==> src/hdl/sbfr_ram.sv <==
// ----------------------------------------------------------------------------
// sbfr_ram: generic single-port-write, single-port-read RAM
// One write and one registered read per cycle; read data holds when idle.
// ----------------------------------------------------------------------------
module sbfr_ram #(
    parameter int WIDTH = 8,
    parameter int DEPTH = 256
) (
    input  logic                     i_clk,
    input  logic                     i_we,
    input  logic [$clog2(DEPTH)-1:0] i_waddr,
    input  logic [WIDTH-1:0]         i_wdata,
    input  logic                     i_re,
    input  logic [$clog2(DEPTH)-1:0] i_raddr,
    output logic [WIDTH-1:0]         o_rdata
);

    logic [WIDTH-1:0] r_mem [DEPTH];
    logic [WIDTH-1:0] r_rdata;

    always_ff @(posedge i_clk) begin
        if (i_we) begin
            r_mem[i_waddr] <= i_wdata;
        end
        if (i_re) begin
            r_rdata <= r_mem[i_raddr];
        end
    end

    assign o_rdata = r_rdata;

endmodule

==> config.mk <==
export PLATFORM = sky130hd
export DESIGN_NAME = sbfr_ram
export DESIGN_NICKNAME = d
export VERILOG_FILES = /design/src/hdl/sbfr_ram.sv
export SDC_FILE = /design/constraint.sdc
export NUM_CORES = 2
export LEC_CHECK = 0
export BUFFER_PORTS_ARGS = -buffer_cell sky130_fd_sc_hd__buf_2
export CORE_MARGIN = 2
export CORE_UTILIZATION = 30
export CTS_CLUSTER_SIZE = 25
export DETAILED_ROUTE_END_ITERATION = 16
export GPL_TIMING_DRIVEN = 0
export MAX_ROUTING_LAYER = met4
export PLACE_DENSITY = 0.55
export SYNTH_ARGS = -nofsm -noshare
export SYNTH_HDL_FRONTEND = slang
export SYNTH_SLANG_ARGS = --single-unit
==> constraint.sdc <==
create_clock -name i_clk -period 2.45 [get_ports i_clk]
set_clock_uncertainty 0.05 [all_clocks]
set_input_delay 0.245 -clock i_clk [delete_from_list [all_inputs] [get_ports i_clk]]
set_output_delay 0.245 -clock i_clk [all_outputs]
set_load 0.05 [all_outputs]
==> impl_metrics.ini <==
[status]
status = complete, but fails checks
failed_checks = negative setup slack

[critical_path]
path_class = in2reg
rr_worst_depth = 6
required_ns = 2.97
path_max_fanout = 10
cpPeakStageDelay_ns = 0.90
worstPathCellList = buf_2 > buf_4 > nand2b_1 > clkbuf_1 > a211oi_1 > a311oi_2 > o221ai_2 > a211oi_4 > nor4_4
crit_family = compound AO/OA/AOI/OAI gates
startpoint_type = input pin
r2r_start = r_mem[83][5]
r2r-end = o_rdata[5]
r2r_setup_slack_ns = -0.21
crit_slowest_cell = clkbuf_1
crit_buf_inv = 3
endpoint_kind = flip-flop
cp.arrival_ns = 3.17

[clocking]
cts_tree = yes
clock_path_buffers = 3
cts_max_level = 4
clk_latency_ns = 0.87
cts.sinks = 2056
cts-root-buf = clkbuf_16
cts_made_buffers = 213
clkTransAtPathRegs_ns = 0.06

[sta]
hold_slack_ns = 0.2379
grt_setup_unrepaired = yes
max_freq_ghz = 0.3762
timing.final.crit_period_ns = 2.658
tns_ns = -11.42
fin_ws_ns = -0.2081
worst_pin_slew_ns = 1.476
slew_violations = 0
setup_viol = 171
hold_viol_final = 0
finalCritPeriodShare_pct = 108.5
slew_headroom_pct = 1.624

[synth]
yosys-top-cells-area = edfxtp_1 (78%), mux4_2 (13%), mux2i_1 (1.7%), nor2_1 (1.3%), a22oi_1 (1.3%)
syn_area_mm2 = 0.07964
synthFlopType = edfxtp_1
yosysTopAreaCell = edfxtp_1
synth_xor_area_share_pct = 0
synth_mux_area_share_pct = 14.60
syn_area_per_cell_um2 = 21.33
yosys_warnings = 0
synth_fa_ha_area_share_pct = 0
synthSimpleGateAreaFrac_pct = 2.625
synth_fp_nets = 3760
ys_types = 54
synthCells = 3733
synth_edf_count = 2056
synth_compound_area_share_pct = 3.416
ys_seq_area_share_pct = 77.53
yosysMostFrequentCell = edfxtp_1
synth.top_cell.area_share_pct = 77.53
synth-seq-cells = 2056
synth_top_family_by_area = multiplexers
yosys-top-cells-count = edfxtp_1 (2056), mux4_2 (454), nor2_1 (282), mux2i_1 (134), a22oi_1 (133)
ys_async_sr_fraction_pct = 0

[drt]
drc_errors = 0
vias = 41470
viasPerCell = 5.366
wl_per_cell_um = 32.72
first_pass_iters = 6
drtAntennaViolNets = 0
totalWireLength_mm = 252.9
drt_iter0_drc = 5944

[placement]
placed_cell_area_mm2 = 0.08464
hpwl_mm = 166.1
port_buffers = 27
gp_congestion = 0.9652

[global_routing]
grt_overflow_total = 0
grt_max_degree = 156
antenna_found_initial = 19
first_global_vias = 40520
track_usage_pct = 18.92
grt_pass1_wl_mm = 340.9

[final_layout]
drive_above_1_share_pct = 30.62
syn_to_final_growth_pct = 18.18
fin_area_mm2 = 0.09412
final_nets = 4025
final_util_pct = 35.57

[floorplanning]
die_w_um = 519.2
die_area_mm2 = 0.2696
start_util_pct = 30.09
coreArea_mm2 = 0.2646
pin_count = 35
die_y_um = 519.2
num_rows = 189

[worst_hold_path]
hold_end = r_mem[212][6]
hp-start = i_waddr[6]
holdPathStages = 3
hp-class = in2reg

[power]
ir_drop_v = 0.0006076
p_leak_nw = 28.28
power_density_mw_per_mm2 = 807.5

[job]
max-cap-violations = 0
==> power by group <==
group	internal, mW	switching, mW	total (mW)
Combinational	1.42	3.19	4.61
Clock	18.6	13.9	32.5
Sequential	38.8	0.0361	38.8
Total	58.9	17.1	76.0
==> per-layer routing <==
layer  track usage [%]  vias up  wire [um]
met1             24.57    22510     101300
met4             7.468        0      10900
met2             29.06     2207     118600
li1                  -    16310          -
met5                 -        -          0
met3             3.931      450      22070
==> repair_timing <==
| item | in CTS | in global routing |
|---|---|---|
| hold endpoints to repair | 565 | 0 |
| hold buffers | 9 | 0 |
| resized for setup | 460 | 209 |
| setup endpoints to repair | 1117 | 1188 |
| cloned | 0 | 0 |
| pin swaps | 28 | 18 |
| buffers inserted | 4 | 0 |
==> cell type report <==
cell class,count,area (um^2)
Multi-Input combinational cell,1442,18380
Fill cell,24260,170500
Clock inverter,147,1439
Timing Repair Buffer,52,645.6
Antenna cell,12,30.03
Tap cell,3533,4420
Buffer,231,1922
Inverter,2,8.758
Sequential cell,2056,61740
Clock buffer,254,5527
==> worst max path at each step <==
| stage | endpoint | slack, ns | depth (start not counted) | from |
|---|---|---|---|---|
| finish | o_rdata[5] | -0.21 | 9 | i_raddr[4] |
| floorplan | o_rdata[2] | 0.08 | 9 | i_raddr[0] |
| CTS | r_mem[137][4] | -0.25 | 6 | i_waddr[0] |
| global placement | o_rdata[3] | -3.26 | 7 | i_raddr[3] |
| global route | o_rdata[5] | -0.17 | 6 | r_mem[26][5] |
| detailed placement | o_rdata[7] | -3.01 | 9 | i_raddr[2] |
==> cell families after synthesis <==
family / count (synthesis)
muxes: 591
buffers and inverters: 235
and+or+nand+nor: 466
DFF: 2056
AOI/OAI and AO/OA: 385
==> flip-flops by register name, summed over array words and instances, names as in the netlist <==
| signal | cells |
|---|---|
| r_mem | 2048 |
| o_rdata | 8 |
==> through the flow <==
| stage | worst slack (ns) | power [mW] | std cells |
|---|---|---|---|
| after detailed placement | -3.008 | 43.78 | 7306 |
| after floorplan | 0.07887 | 41.50 | 3733 |
| after CTS | -0.2511 | 76.13 | 7717 |
| final | -0.2081 | 76.00 | 7729 |
| after global routing | -0.1674 | 77.66 | 7726 |
| after global placement | -3.263 | 43.80 | 7293 |
==> worst reg2reg max path, stage by stage (launching register included) <==
cell and delay [ns]:
edfxtp_1 0.36, mux4_2 0.50, a22o_1 0.30, a221oi_4 0.41
o32ai_1 0.28, nor3_2 0.35, nor4_4 0.14
==> cells in the final DEF (no fill, tap or decap), drive strengths merged, types with 34 or more instances in the layout <==
cell	count
o221ai	47
a21oi	96
buf	174
clkbuf	353
nand3	34
nor2	282
mux4	456
mux2i	134
edfxtp	2056
a22oi	133
clkinv	113
Note: power is estimated with default switching activity, not from simulation.
